`config.mk`:
```
export PLATFORM = sky130hd
export DESIGN_NAME = trial_division_factorizer_unit
export DESIGN_NICKNAME = d
export VERILOG_FILES = /design/src/hdl/tdf_pkg.sv /design/src/hdl/trial_division_factorizer_unit.sv /design/src/hdl/tdf_div.sv /design/src/hdl/tdf_out.sv
export VERILOG_INCLUDE_DIRS = /design/src /design/src/hdl
export SDC_FILE = /design/constraint.sdc
export NUM_CORES = 1
export LEC_CHECK = 0
export BUFFER_PORTS_ARGS = -buffer_cell sky130_fd_sc_hd__buf_4
export CAP_MARGIN = 25
export CELL_PAD_IN_SITES_DETAIL_PLACEMENT = 1
export CELL_PAD_IN_SITES_GLOBAL_PLACEMENT = 1
export CORE_MARGIN = 3
export CORE_UTILIZATION = 49
export DETAILED_ROUTE_END_ITERATION = 10
export PLACE_DENSITY = 0.85
export SLEW_MARGIN = 20
export SYNTH_ARGS = -nofsm -noshare
export SYNTH_HDL_FRONTEND = slang
export SYNTH_SLANG_ARGS = --single-unit
```
`constraint.sdc`:
```
create_clock -name clk -period 4.33 [get_ports clk]
set_input_delay 0.866 -clock clk [delete_from_list [all_inputs] [get_ports clk]]
set_output_delay 0.866 -clock clk [all_outputs]
set_load 0.05 [all_outputs]
```
`src/hdl/trial_division_factorizer_unit_assert.svh`:
```
// Assertion macros for the trial division factorizer.
// Included by the top level; depends on nothing else.
`ifndef TRIAL_DIVISION_FACTORIZER_UNIT_ASSERT_SVH
`define TRIAL_DIVISION_FACTORIZER_UNIT_ASSERT_SVH

`define TDF_ASSERT_IMPLY(label, clk, rst_n, ante, cons) \
	label: assert property (@(posedge clk) disable iff (!rst_n) (ante) |-> (cons)) \
		else $error("tdf check failed: same cycle");

`define TDF_ASSERT_NEXT(label, clk, rst_n, ante, cons) \
	label: assert property (@(posedge clk) disable iff (!rst_n) (ante) |=> (cons)) \
		else $error("tdf check failed: next cycle");

`endif

```
`src/hdl/tdf_pkg.sv`:
```
// Shared types and constants of the trial division factorizer.
// Used by tdf_out and the top level; depends on nothing.
package tdf_pkg;

	localparam int PRIME_W = 31;
	localparam int POWER_W = 5;
	localparam int CNT_W   = 4;

	localparam logic [POWER_W-1:0] POWER_MAX   = 5'd31;
	localparam logic [CNT_W-1:0]   MAX_RESULTS = 4'd15;

	typedef struct packed {
		logic               valid;
		logic [PRIME_W-1:0] prime;
		logic [POWER_W-1:0] power;
	} factor_t;

	typedef struct packed {
		logic done;
		logic positive;
	} finish_t;

endpackage

```
`src/hdl/trial_division_factorizer_unit.sv`:
```
// Top level of the trial division factorizer: sequencer around one shared divider.
// Depends on tdf_pkg, tdf_div, tdf_out and trial_division_factorizer_unit_assert.svh.
//
//   port group    | direction | transfer
//   start / value | in        | start high while busy low
//   valid / prime, power, no_factors, is_prime, last | out | one cycle per valid pulse
//
// Each division runs through S_START and S_WAIT on the shared radix-2 divider, each
// candidate passed adds S_NEXT, and S_FINAL and S_FINISH close the item. Candidates are
// 2, 3, 5, 7, 11 and so on up to the square root of what is left, plus one division per
// repeated factor. Magnitudes 0 and 1 go straight to S_FINISH and keep busy high for
// one cycle. A result is held until the next factor is found; the last one comes in the
// cycle after busy falls.
// Reset clears the sequencer and all strobes. The receiver cannot stall.
`include "trial_division_factorizer_unit_assert.svh"

module trial_division_factorizer_unit import tdf_pkg::*; #(
	parameter int DATA_WIDTH = 32
) (
	input  logic                         clk,
	input  logic                         arst_n,
	input  logic                         start,
	output logic                         busy,
	input  logic signed [DATA_WIDTH-1:0] value,
	output logic                         valid,
	output logic [PRIME_W-1:0]           prime,
	output logic [POWER_W-1:0]           power,
	output logic                         no_factors,
	output logic                         is_prime,
	output logic                         last
);

	localparam int W = DATA_WIDTH;

	localparam logic [W-1:0] CAND_TWO   = W'(2);
	localparam logic [W-1:0] CAND_THREE = W'(3);
	localparam logic [W-1:0] CAND_FIVE  = W'(5);
	localparam logic [W-1:0] STEP_SHORT = W'(2);
	localparam logic [W-1:0] STEP_LONG  = W'(4);

	typedef enum logic [2:0] {
		S_IDLE,
		S_START,
		S_WAIT,
		S_NEXT,
		S_FINAL,
		S_FINISH
	} state_t;

	state_t             state_q;
	logic [W-1:0]       rem_q;
	logic [W-1:0]       cand_q;
	logic [POWER_W-1:0] exp_q;
	logic               first_q;
	logic               wheel_q;
	logic               step2_q;
	logic               positive_q;
	factor_t            found_q;
	finish_t            finish_q;

	logic [W-1:0]       val_u;
	logic [W-1:0]       mag;
	logic               mag_small;
	logic [W-1:0]       emit_val;
	logic [PRIME_W-1:0] emit_prime;

	logic               div_go;
	logic               div_done;
	logic [W-1:0]       div_quo;
	logic [W-1:0]       div_rem;

	always_comb begin
		val_u     = value;
		mag       = val_u[W-1] ? (W'(0) - val_u) : val_u;
		mag_small = (mag[W-1:1] == '0);
		emit_val  = (state_q == S_FINAL) ? rem_q : cand_q;
		div_go    = (state_q == S_START);
	end

	generate
		if (W >= PRIME_W) begin : g_prime_trunc
			assign emit_prime = emit_val[PRIME_W-1:0];
		end else begin : g_prime_ext
			assign emit_prime = {{(PRIME_W - W){1'b0}}, emit_val};
		end
	endgenerate

	always_ff @(posedge clk or negedge arst_n) begin
		if (!arst_n) begin
			state_q    <= S_IDLE;
			rem_q      <= '0;
			cand_q     <= CAND_FIVE;
			exp_q      <= '0;
			first_q    <= 1'b0;
			wheel_q    <= 1'b0;
			step2_q    <= 1'b1;
			positive_q <= 1'b0;
			found_q    <= '0;
			finish_q   <= '0;
		end else begin
			found_q.valid <= 1'b0;
			finish_q.done <= 1'b0;
			unique case (state_q)
				S_IDLE: begin
					if (start) begin
						positive_q <= !val_u[W-1] && (val_u != '0);
						rem_q      <= mag;
						cand_q     <= CAND_TWO;
						exp_q      <= '0;
						first_q    <= 1'b1;
						wheel_q    <= 1'b0;
						step2_q    <= 1'b1;
						state_q    <= mag_small ? S_FINISH : S_START;
					end
				end
				S_START: begin
					state_q <= S_WAIT;
				end
				S_WAIT: begin
					if (div_done) begin
						priority if (first_q && wheel_q && (cand_q > div_quo)) begin
							state_q <= S_FINAL;
						end else if (div_rem == '0) begin
							rem_q   <= div_quo;
							exp_q   <= (exp_q == POWER_MAX) ? POWER_MAX : exp_q + POWER_W'(1);
							first_q <= 1'b0;
							state_q <= S_START;
						end else begin
							state_q <= S_NEXT;
						end
					end
				end
				S_NEXT: begin
					found_q.valid <= (exp_q != '0);
					found_q.prime <= emit_prime;
					found_q.power <= exp_q;
					if (!wheel_q) begin
						if (cand_q == CAND_TWO) begin
							cand_q <= CAND_THREE;
						end else begin
							cand_q  <= CAND_FIVE;
							wheel_q <= 1'b1;
							step2_q <= 1'b1;
						end
					end else begin
						cand_q  <= cand_q + (step2_q ? STEP_SHORT : STEP_LONG);
						step2_q <= !step2_q;
					end
					exp_q   <= '0;
					first_q <= 1'b1;
					state_q <= S_START;
				end
				S_FINAL: begin
					found_q.valid <= (rem_q[W-1:1] != '0);
					found_q.prime <= emit_prime;
					found_q.power <= POWER_W'(1);
					state_q       <= S_FINISH;
				end
				S_FINISH: begin
					finish_q.done     <= 1'b1;
					finish_q.positive <= positive_q;
					state_q           <= S_IDLE;
				end
				default: begin
					state_q <= S_IDLE;
				end
			endcase
		end
	end

	assign busy = (state_q != S_IDLE);

	tdf_div #(
		.W(W)
	) u_div (
		.clk      (clk),
		.arst_n   (arst_n),
		.go       (div_go),
		.dividend (rem_q),
		.divisor  (cand_q),
		.done     (div_done),
		.quotient (div_quo),
		.remainder(div_rem)
	);

	tdf_out u_out (
		.clk       (clk),
		.arst_n    (arst_n),
		.found     (found_q),
		.finish    (finish_q),
		.valid     (valid),
		.prime     (prime),
		.power     (power),
		.no_factors(no_factors),
		.is_prime  (is_prime),
		.last      (last)
	);

	`TDF_ASSERT_NEXT(a_accept_busy, clk, arst_n, start && !busy, busy)
	`TDF_ASSERT_IMPLY(a_div_in_wait, clk, arst_n, div_done, state_q == S_WAIT)
	`TDF_ASSERT_IMPLY(a_empty_result, clk, arst_n, valid && no_factors,
		last && (prime == '0) && (power == '0) && !is_prime)
	`TDF_ASSERT_IMPLY(a_prime_single, clk, arst_n, valid && is_prime, last && (power == 5'd1))

endmodule

```
`src/hdl/tdf_div.sv`:
```
// Shared radix-2 restoring divider, one quotient bit per cycle.
// Standalone; used by the top level of the trial division factorizer.
module tdf_div #(
	parameter int W = 32
) (
	input  logic         clk,
	input  logic         arst_n,
	input  logic         go,
	input  logic [W-1:0] dividend,
	input  logic [W-1:0] divisor,
	output logic         done,
	output logic [W-1:0] quotient,
	output logic [W-1:0] remainder
);

	localparam int CW = $clog2(W);

	logic          busy_q;
	logic          done_q;
	logic [CW-1:0] cnt_q;
	logic [W-1:0]  quo_q;
	logic [W-1:0]  rem_q;
	logic [W-1:0]  dvs_q;

	logic [W:0]   trial;
	logic [W:0]   diff;
	logic         fits;

	always_comb begin
		trial = {rem_q, quo_q[W-1]};
		diff  = trial - {1'b0, dvs_q};
		fits  = !diff[W];
	end

	always_ff @(posedge clk or negedge arst_n) begin
		if (!arst_n) begin
			busy_q <= 1'b0;
			done_q <= 1'b0;
			cnt_q  <= '0;
			quo_q  <= '0;
			rem_q  <= '0;
			dvs_q  <= '0;
		end else begin
			done_q <= 1'b0;
			if (go) begin
				busy_q <= 1'b1;
				cnt_q  <= CW'(W - 1);
				quo_q  <= dividend;
				rem_q  <= '0;
				dvs_q  <= divisor;
			end else if (busy_q) begin
				rem_q <= fits ? diff[W-1:0] : trial[W-1:0];
				quo_q <= {quo_q[W-2:0], fits};
				cnt_q <= cnt_q - CW'(1);
				if (cnt_q == '0) begin
					busy_q <= 1'b0;
					done_q <= 1'b1;
				end
			end
		end
	end

	assign done      = done_q;
	assign quotient  = quo_q;
	assign remainder = rem_q;

endmodule

```
`src/hdl/tdf_out.sv`:
```
// Result stage: holds one found factor back until the next one or the end,
// so last and is_prime are known. Depends on tdf_pkg.
module tdf_out import tdf_pkg::*; (
	input  logic               clk,
	input  logic               arst_n,
	input  factor_t            found,
	input  finish_t            finish,
	output logic               valid,
	output logic [PRIME_W-1:0] prime,
	output logic [POWER_W-1:0] power,
	output logic               no_factors,
	output logic               is_prime,
	output logic               last
);

	logic               pend_q;
	logic [PRIME_W-1:0] pend_prime_q;
	logic [POWER_W-1:0] pend_power_q;
	logic [CNT_W-1:0]   cnt_q;

	logic               valid_q;
	logic [PRIME_W-1:0] prime_q;
	logic [POWER_W-1:0] power_q;
	logic               no_factors_q;
	logic               is_prime_q;
	logic               last_q;

	always_ff @(posedge clk or negedge arst_n) begin
		if (!arst_n) begin
			pend_q       <= 1'b0;
			pend_prime_q <= '0;
			pend_power_q <= '0;
			cnt_q        <= '0;
			valid_q      <= 1'b0;
			prime_q      <= '0;
			power_q      <= '0;
			no_factors_q <= 1'b0;
			is_prime_q   <= 1'b0;
			last_q       <= 1'b0;
		end else begin
			valid_q <= 1'b0;
			if (finish.done) begin
				valid_q <= 1'b1;
				last_q  <= 1'b1;
				if (pend_q) begin
					prime_q      <= pend_prime_q;
					power_q      <= pend_power_q;
					no_factors_q <= 1'b0;
					is_prime_q   <= finish.positive && (cnt_q == CNT_W'(1)) &&
					                (pend_power_q == POWER_W'(1));
				end else begin
					prime_q      <= '0;
					power_q      <= '0;
					no_factors_q <= 1'b1;
					is_prime_q   <= 1'b0;
				end
				pend_q <= 1'b0;
				cnt_q  <= '0;
			end else if (found.valid && (cnt_q != MAX_RESULTS)) begin
				if (pend_q) begin
					valid_q      <= 1'b1;
					prime_q      <= pend_prime_q;
					power_q      <= pend_power_q;
					no_factors_q <= 1'b0;
					is_prime_q   <= 1'b0;
					last_q       <= 1'b0;
				end
				pend_q       <= 1'b1;
				pend_prime_q <= found.prime;
				pend_power_q <= found.power;
				cnt_q        <= cnt_q + CNT_W'(1);
			end
		end
	end

	assign valid      = valid_q;
	assign prime      = prime_q;
	assign power      = power_q;
	assign no_factors = no_factors_q;
	assign is_prime   = is_prime_q;
	assign last       = last_q;

endmodule
```
# Word level (Yosys, flattened, before mapping)
# Cells that the tools add are included.
# W data, S select, Z words.
[totals]
elab_cells = 157
regBits = 299
inputBits = 35
[classes]
bitwise = 1
reduce_logical = 32
n_eq_ne = 15
n_addsub = 6
order_cmp = 1
mux = 73
[ops]
columns = ["operator", "count"]
rows = [
  ["$mux W32", 12],
  ["$mux W31", 5],
  ["$pmux W32 S2", 2],
  ["$pmux W37 S2", 1],
  ["$mux W5", 11],
  ["$sub A33 B32 Y33", 1],
  ["$add A32 B3 Y32", 1],
  ["$eq A32 B2 Y1 const B", 1],
  ["$gt A32 B32 Y1", 1],
  ["$logic_not A32 Y1", 1],
  ["$reduce_bool A32 Y1", 1],
  ["$sub A1 B32 Y32 const A", 1],
  ["$logic_not A31 Y1", 1],
  ["$reduce_bool A31 Y1", 1],
  ["$mux W1", 27],
  ["$mux W3", 6],
  ["$pmux W3 S5", 1],
  ["$pmux W5 S3", 1],
  ["$reduce_bool A2 Y1", 6],
  ["$reduce_and A2 Y1", 5],
  ["$reduce_and A5 Y1", 2],
  ["$mux W4", 2],
  ["$eq A3 B2 Y1 const B", 2],
  ["$eq A3 B3 Y1 const B", 2],
  ["22 further kinds", 34],
]

# Longest topological paths before layout
# Gate-level depths: netlist of the first run.
[depth]
depth_word = 6
depth_mapped = 13
ltp_nobuf = 12

# Cells and area by module
# From an unflattened synthesis of the first run, not the netlist that was laid out.
[unflattened]
hier_cells = 1826
hier_area_um2 = 17344.1
[modules_own_cells]
columns = ["mod", "area_each_um2", "instances", "cells_each"]
rows = [
  ["trial_division_factorizer_unit", 7891.3, 1, 904],
  ["tdf_div", 6356.1, 1, 722],
  ["tdf_out", 3096.7, 1, 200],
]

# Worst setup path after synthesis of the first run
# No wires, ideal clock.
[synth_path]
path_kind = "input-to-reg"
startpoint = "input port value[0]"
endpoint = "register state_q[2]"
t_arrival_ns = 3.081
required_ns = 4.254
setup_time_ns = 0.076
n_path_buf = 1
cell_stages = 11
setup_slack_ns = 1.173
cell_sequence = "inv_1 ha_1 or4b_1 or3_1 buf_2 or3_1 a21oi_1 a21oi_1 nor4_1 nand4_1 o21ai_1"
[synth_via]
elab_chain_len = 6
[synth_lines]
columns = ["element", "line", "text"]
rows = [
  ["from (decl)", "trial_division_factorizer_unit.sv:24", "input logic signed [DATA_WIDTH-1:0] value,"],
  ["$sub A1 B32 Y32", "trial_division_factorizer_unit.sv:74", "mag = val_u[W-1] ? (W'(0) - val_u) : val_u;"],
  ["$mux W32", "trial_division_factorizer_unit.sv:74", ""],
  ["$logic_not A31 Y1", "trial_division_factorizer_unit.sv:75", "mag_small = (mag[W-1:1] == '0);"],
  ["$mux W3", "trial_division_factorizer_unit.sv:113", "state_q <= mag_small ? S_FINISH : S_START;"],
  ["$mux W3", "trial_division_factorizer_unit.sv:105", "if (start) begin"],
  ["$pmux W3 S5", "trial_division_factorizer_unit.sv:103", "unique case (state_q)"],
  ["to (signal assigned)", "trial_division_factorizer_unit.sv:113", ""],
  ["to (decl)", "trial_division_factorizer_unit.sv:50", "state_t state_q;"],
]
# Every way passes these cells. The select of a mux whose other input is x is not followed.
# A chain may end at the register's enable or synchronous reset.

# Final worst setup path of the first run
[layout_path]
startpoint = "register u_div.quo_q[31] (netlist: u_div.quotient[31])"
endpoint = "register u_div.rem_q[1] (netlist: u_div.remainder[1])"
[layout_via]
elab_chain_len = 4
[layout_lines]
columns = ["element", "line", "text"]
rows = [
  ["from (decl)", "tdf_div.sv:21", "logic [W-1:0] quo_q;"],
  ["from (signal assigned)", "tdf_div.sv:48", "quo_q <= dividend;"],
  ["from (signal assigned)", "tdf_div.sv:53", "quo_q <= {quo_q[W-2:0], fits};"],
  ["$sub A33 B32 Y33", "tdf_div.sv:31", "diff = trial - {1'b0, dvs_q};"],
  ["$mux W32", "tdf_div.sv:52", "rem_q <= fits ? diff[W-1:0] : trial[W-1:0];"],
  ["$mux W32", "tdf_div.sv:51", "end else if (busy_q) begin"],
  ["$mux W32", "tdf_div.sv:45", "if (go) begin"],
  ["to (signal assigned)", "tdf_div.sv:52", ""],
  ["to (decl)", "tdf_div.sv:22", "logic [W-1:0] rem_q;"],
]
# Every way passes these cells. The select of a mux whose other input is x is not followed.

==> summary.md, run 1 <==
| Metric | Value |
|---|---|
| Post-synth EDFFs | 0 |
| Final Skew | between 0.03 and 0.04 ns |
| Crit Path Max Fanout | 15 |
| Fin crit period | 3.63 ns |
| Vias in the first global route | 15400 |
| Die width | about 190 um |
| Pwr Density | 686 mW/mm2 |
| Grt met2 use | 0.494 |
| Layout cells sized above 1 | 0.134 |
| Lkg Pwr | 0.00934 uW |
| GR Layer Usage met1 | 0.401 |
| Worst Setup Start Kind | flop |
| H-tree Lvls | 2 |
| DIE AREA | 0.0367 mm2 |
| Post-CTS Setup Inserts | 0 |
| Crit share post-route | 0.839 |
| Nets | 1967 |
| Grt peak-use layer | met2 |
| CP endpoint kind | flop |
| Top FF cell, synth | dfrtp_1 |
| Largest net degree at the start of global routing | 99 |
| Syn Inst Count | around 1800 |
| FFs w/ async S/R, synth | 1.00 |
| Fin. max-slew vios | 0 |
| Die height | 192 um |
| Hold Path Class | in2async |
| Critical path type | reg2reg |
| Antenna Nets Post-Route | 0 |
| Initial antenna violation count | 0 |
| Ys Warns | 0 |
| Synth-to-Final Area Change | 14.1% |
| Post-CTS sizing | 0 |
| Crit path DAT | between 4 and 5 ns |
| Worst-Skew Late Latency | 0.56 ns |
| Setup Viol. Count Final | 0 |
| Syn Nets | 1917 |
| Met3 Track Usage GR | 0.0380 |
| Max cap viols | 0 |
| TritonCTS clock tree | yes |
| DRT Pass-1 Iters | 5 |
| Post-route DRC | 0 |
| Ports | 76 |
| Sequential area share after synthesis | 0.443 |
| DR vias/cell | 6.30 |
| RSZ-0062 raised after global routing | no |
| Maximum VDD drop | 0.400 mV |
| TNS Setup | 0 ns |
| Root buffer cell | clkbuf_16 |
| Seq cells post-synth | 299 |
| Worst-path clk slew | 0.06 ns |
| DR iter-0 viols | 1129 |
| Syn Area/Cell | 9.34 um2 |
| Core area | between 0.03 and 0.04 mm2 |
| Status | completed |
| Total congestion overflow | 0 |
| Post-synthesis cell type count | 76 |
| Total power draw | 13200 uW |
| Finished Cell Area | between 0.015 and 0.02 mm2 |
| Max Root-Sink Buffers | 3 |
| RePlAce Congestion | around 0.93 |
| Final Hold Viols | 0 |
| Worst Path Required | approximately 4.8 ns |
| FMAX | about 0.28 GHz |
| # rows | 67 |
| Cell Area, Synth | around 0.017 mm2 |
| Antenna cells | 0 |
| Final wirelength | 54400 um |
| Initial Util | 0.500 |
| Slew margin rel. | 0.390 |
| Cts hold-fix bufs | 0 |
| Sink Count | 299 |
| GRT Resource Usage Total | 0.295 |
| I/O Buffers | 75 |
| Slew @ Worst Pin | between 0.9 and 1 ns |
| Wirelength per Cell | 23.3 um |
| Placed inst area | 0.0180 mm2 |
| First-pass GRT wire length | about 86000 um |
| WHS | 0.311 ns |
| CTS buffer count | 34 |
| Post-DP HPWL | 37900 um |
| DR vias | 14700 |
## sequential cells by signal, indices dropped and copies added (netlist names), 31 cells and up
name,cells
rem_q,32
u_div.remainder,32
found_q,37
u_div.dvs_q,32
u_out.prime,31
cand_q,32
u_out.pend_prime_q,31
u_div.quotient,32
## per-stage QoR
| step | std cells | util | setup slack, ns |
|---|---|---|---|
| after floorplan | 1807 | - | 1.17 |
| after global routing | 2331 | 0.570 | 0.424 |
| after detailed placement | 2268 | 0.534 | 0.693 |
| final | 2331 | 0.570 | 0.699 |
| after CTS | 2330 | 0.570 | 0.704 |
| after global placement | 2267 | 0.533 | 0.843 |
## area by class of cell
cell class              count  area, um2
fillers                  3805      14500
multi-input cells        1316       8710
flip-flops and latches    299       7490
clock buffers              47        980
repair buffers            120        978
well taps                 448        561
inverters                  86        323
clock inverters            15        228
## worst max-delay path: stages (launching register included)
cell and delay [ns]:
dfrtp_1 0.38, inv_1 0.08, ha_1 0.23, fa_1 0.40, nand2b_1 0.19, a21oi_1 0.24
o211ai_1 0.18, nand3b_1 0.24, a31oi_1 0.12, nor2_1 0.29, xnor2_4 0.30, buf_4 0.37
mux2_2 0.36, a21oi_1 0.15
## final timing paths
| kind | end | start | slack, ns | cells past startpoint |
|---|---|---|---|---|
| max reg2reg | u_div.remainder[1] | u_div.quotient[31] | 0.70 | 13 |
| max | u_div.remainder[1] | u_div.quotient[31] | 0.70 | 13 |
| min in group clk | u_out.prime[21] | u_out.pend_prime_q[21] | 0.48 | 1 |
| min | u_div.remainder[30] | arst_n | 0.31 | 1 |
| min reg2reg | u_out.prime[21] | u_out.pend_prime_q[21] | 0.48 | 1 |
| max in group asynchronous | found_q[27] | arst_n | 3.05 | 2 |
## kinds of logic after synthesis
group	count (synthesis)	share of synthesized area
AO/OA/AOI/OAI	521	0.191
multiplexers	138	0.0851
buffers and inverters	192	0.0432
flip-flops	299	0.443
adder cells (fa/ha/maj)	75	0.0565
AND/OR/NAND/NOR	513	0.145
XOR/XNOR	69	0.0362
## where the power goes
| group | internal, uW | total [uW] | switching, uW |
|---|---|---|---|
| combinational | 2470 | 5910 | 3450 |
| clock | 1850 | 3130 | 1270 |
| sequential | 3420 | 4190 | 764 |
## cells in the final DEF, fill, tap and decap left out, types with 6 or more instances in the layout
| cell | instances |
|---|---|
| dfrtp_1 | 295 |
| nand2_1 | 194 |
| o21ai_0 | 175 |
| nor2_1 | 128 |
| a21oi_1 | 123 |
| buf_4 | 113 |
| mux2i_1 | 93 |
| inv_1 | 86 |
| ha_1 | 73 |
| mux2_2 | 45 |
| a22o_1 | 40 |
| xor2_1 | 38 |
| clkbuf_16 | 34 |
| nand4_1 | 32 |
| a21o_1 | 31 |
| xnor2_1 | 30 |
| o22ai_1 | 30 |
| nor4_1 | 28 |
| a31oi_1 | 21 |
| nor3_1 | 20 |
| nand3_1 | 17 |
| o31ai_1 | 16 |
| nor2b_1 | 14 |
| o21a_1 | 14 |
| and2_1 | 10 |
| o41ai_1 | 10 |
| nand2b_1 | 9 |
| and3_1 | 8 |
| a211oi_1 | 8 |
| clkbuf_8 | 8 |
| or3_1 | 7 |
| o211ai_1 | 7 |
| or4_1 | 7 |
| a21boi_0 | 7 |
| nor4b_1 | 6 |
| and4_1 | 6 |
| nand3b_1 | 6 |
## cells in the mapped netlist, types with 20 or more instances
| master | count | area (um2) |
|---|---|---|
| a22o_1 | 40 | 350 |
| nor2_1 | 130 | 488 |
| nor4_1 | 28 | 175 |
| a31oi_1 | 22 | 138 |
| a21oi_1 | 124 | 621 |
| xor2_1 | 38 | 333 |
| nand4_1 | 32 | 200 |
| o22ai_1 | 30 | 188 |
| a21o_1 | 31 | 233 |
| inv_1 | 86 | 323 |
| clkbuf_1 | 92 | 345 |
| mux2_2 | 45 | 507 |
| o21ai_0 | 175 | 876 |
| dfrtp_1 | 296 | 7410 |
| nand2_1 | 194 | 728 |
| nor3_1 | 20 | 100 |
| mux2i_1 | 93 | 931 |
| ha_1 | 73 | 913 |
| xnor2_1 | 30 | 263 |
## per-layer routing
layer | part of all wire | wire [um]
met5 | 0 | 0
met4 | 0.032 | 1740
met3 | 0.054 | 2950
met2 | 0.48 | 26100
met1 | 0.43 | 23600
No activity file was read; power rests on OpenSTA's default activity.
==> run 2, diff against run 1 <==
ABC_AREA = 1   (was unset)
CORE_UTILIZATION = 42   (was 49)
PLACE_DENSITY = 0.81   (was 0.85)
clock period = 3.1 ns   (was 4.33 ns; I/O delays follow)
==> summary.md, run 2 <==
| Metric | Value |
|---|---|
| DIE AREA | 0.0442 mm2 |
| Die height | around 210 um |
| FFs w/ async S/R, synth | 1.00 |
| DR iter-0 viols | ~1400 |
| Pwr Density | 1120 mW/mm2 |
| Most flop-heavy register | found_q |
| Most frequent cells in the layout | nand2_1, inv_1, dfrtp_1 |
| RePlAce Congestion | slightly below 1 |
| Slew margin rel. | 0.457 |
| WHS | approximately 0.018 ns |
| Syn Inst Count | around 2300 |
| Root buffer cell | clkbuf_16 |
| I/O Buffers | 75 |
| Post-synth EDFFs | 0 |
| Cell Int Power | 11500 uW |
| Most numerous cell in the Yosys netlist | nand2_1 |
| Synth area leaders | dfrtp_1, nand2_1, inv_1, o21ai_0, ha_1 |
| Crit path DAT | 3.41 ns |
| Post-DP HPWL | 44500 um |
| Synth top cells by count | nand2_1, inv_1, dfrtp_1, o21ai_0, nor2_1 |
| # rows | 74 |
| Die width | 210 um |
| Initial Util | 0.427 |
| Total congestion overflow | 0 |
| Worst-Skew Late Latency | 0.56 ns |
| Initial antenna violation count | 4 |
| Max reg flops | 37 |
| Hold Path Class | in2async |
| Worst-path clk slew | 0.07 ns |
| DR vias | between 15000 and 20000 |
| Syn Nets | 2446 |
| Fin. max-slew vios | 0 |
| Max Root-Sink Buffers | 3 |
| Reg power frac | 0.281 |
| Wirelength per Cell | 20.3 um |
| Slew @ Worst Pin | 0.815 ns |
| Combinational Power Share | 0.529 |
| Cts hold-fix bufs | 0 |
| Most common cell after layout, fill and taps aside | nand2_1 |
| Synth top area share | 0.422 |
| Layout cells sized above 1 | 0.0981 |
| Top FF cell, synth | dfrtp_1 |
| Sequential area share after synthesis | 0.427 |
| Fin util | 0.489 |
| GRT Resource Usage Total | 0.270 |
| Crit Path Max Fanout | 22 |
| RR Endpoint | u_div.remainder[2] |
| CP endpoint kind | flop |
| Post-route DRC | 0 |
| Final Hold Viols | 0 |
| Synth area leader | dfrtp_1 |
| TNS Setup | 0 ns |
| DR vias/cell | approximately 5.6 |
| Fill cells | 5111 |
| RSZ-0062 raised after global routing | no |
| FMAX | 0.342 GHz |
| Core area | between 0.04 and 0.05 mm2 |
| Sink Count | 299 |
| Seq cells post-synth | 299 |
| Vias in the first global route | 17400 |
| Syn Area/Cell | 7.51 um2 |
| First-pass GRT wire length | 96000 um |
| Fin crit period | 2.92 ns |
| Max cap viols | 0 |
| TritonCTS clock tree | yes |
| Nets | 2524 |
| Worst Path Required | 3.59 ns |
| Setup Viol. Count Final | 0 |
| H-tree Lvls | 2 |
| R2R depth | 15 |
| CTS buffer count | 35 |
| Antenna cells | 0 |
| Clock Power Share | 0.190 |
| Synth-to-Final Area Change | 14.4% |
| Antenna Nets Post-Route | 0 |
| Critical path type | reg2reg |
| DRT Pass-1 Iters | 5 |
| Largest net degree at the start of global routing | 81 |
| Lkg Pwr | 0.00946 uW |
| Cell Area, Synth | 0.0175 mm2 |
| Status | completed |
| Placed Cells | a little under 3000 |
| R2R Path Start | u_div.quotient[31] |
| Ports | 76 |
| Reg2Reg Setup Slack | 0.18 ns |
| Ys Warns | 0 |
| Crit share post-route | 0.944 |
| Finished Layout Cells | 2968 |
| Final wirelength | 60200 um |
| Worst Setup Start Kind | flop |
| Final Skew | 0.0254 ns |
| Post-synthesis cell type count | 52 |
| Switching share of power | 0.485 |
| Maximum VDD drop | 0.504 mV |
| Switch Pwr | 10800 uW |
## run 2: what timing repair did
item / CTS / global route
setup endpoints to repair: 0 / 37
resized for setup: 0 / 7
setup buffers: 0 / 2
## run 2: layout make-up
class | count | area, um2 | share of cell area
multi-input cells | 1615 | 8440 | 0.421
repair buffers | 135 | 1070 | 0.0536
clock buffers | 46 | 967 | 0.0482
inverters | 328 | 1230 | 0.0614
flip-flops and latches | 299 | 7490 | 0.373
clock inverters | 13 | 186 | 0.00930
well taps | 532 | 666 | 0.0332
## run 2: critical path, cell delays in order (launching register included)
cell and delay (ns):
dfrtp_1 0.37, inv_1 0.13, ha_1 0.25, fa_1 0.40
inv_1 0.12, nand2_1 0.09, o21ai_2 0.17, a21oi_2 0.11
o21ai_2 0.23, nand4_2 0.18, nand2_2 0.14, nand2_2 0.10
buf_4 0.25, nand3_1 0.10, nand3_1 0.09, nand2_1 0.08
## run 2: kinds of logic after synthesis
| family | after synthesis | share of synthesized area |
|---|---|---|
| and+or+nand+nor | 1033 | 0.252 |
| AOI/OAI and AO/OA | 470 | 0.154 |
| muxes | 1 | 0.000571 |
| DFF | 299 | 0.427 |
| xor gates and xnor gates | 36 | 0.0180 |
| adders and majority gates | 75 | 0.0544 |
| buffers and inverters | 422 | 0.0941 |
## run 2: per-stage QoR
stage | power [uW] | cell area (um2) | setup WS (ns)
floorplan | 14200 | 17500 | 0.527
global placement | 17300 | 18800 | 0.213
detailed placement | 17800 | 18800 | 0.0939
CTS | 22200 | 20000 | 0.0666
global route | 24000 | 20000 | 0.0128
finish | 22400 | 20000 | 0.175
## run 2: how the worst max path moves through the flow
stage                                   from                  end  slack [ns]  cells past startpoint
after CTS                 u_div.quotient[31]   u_div.remainder[2]        0.07                     15
after detailed placement  u_div.quotient[31]   u_div.remainder[2]        0.09                     15
after global placement    u_div.quotient[31]  u_div.remainder[29]        0.21                     15
after floorplan                      step2_q           cand_q[23]        0.53                     15
final                     u_div.quotient[31]   u_div.remainder[2]        0.18                     15
after global routing      u_div.quotient[31]  u_div.remainder[17]        0.01                     15
## run 2: metal layers
layer | routed length (um) | GRT usage
met5 | 27 | 0
met4 | 1610 | 0.0846
met3 | 3560 | 0.0397
met2 | 28100 | 0.445
met1 | 26900 | 0.370
## run 2: power groups by stage
stage	Sequential, uW	Clock (uW)	Combinational [uW]
after floorplan	6600	0	7580
after global placement	6240	0	11100
after detailed placement	6310	0	11500
after CTS	6270	4310	11700
after global routing	6420	4470	13200
final	6290	4240	11800
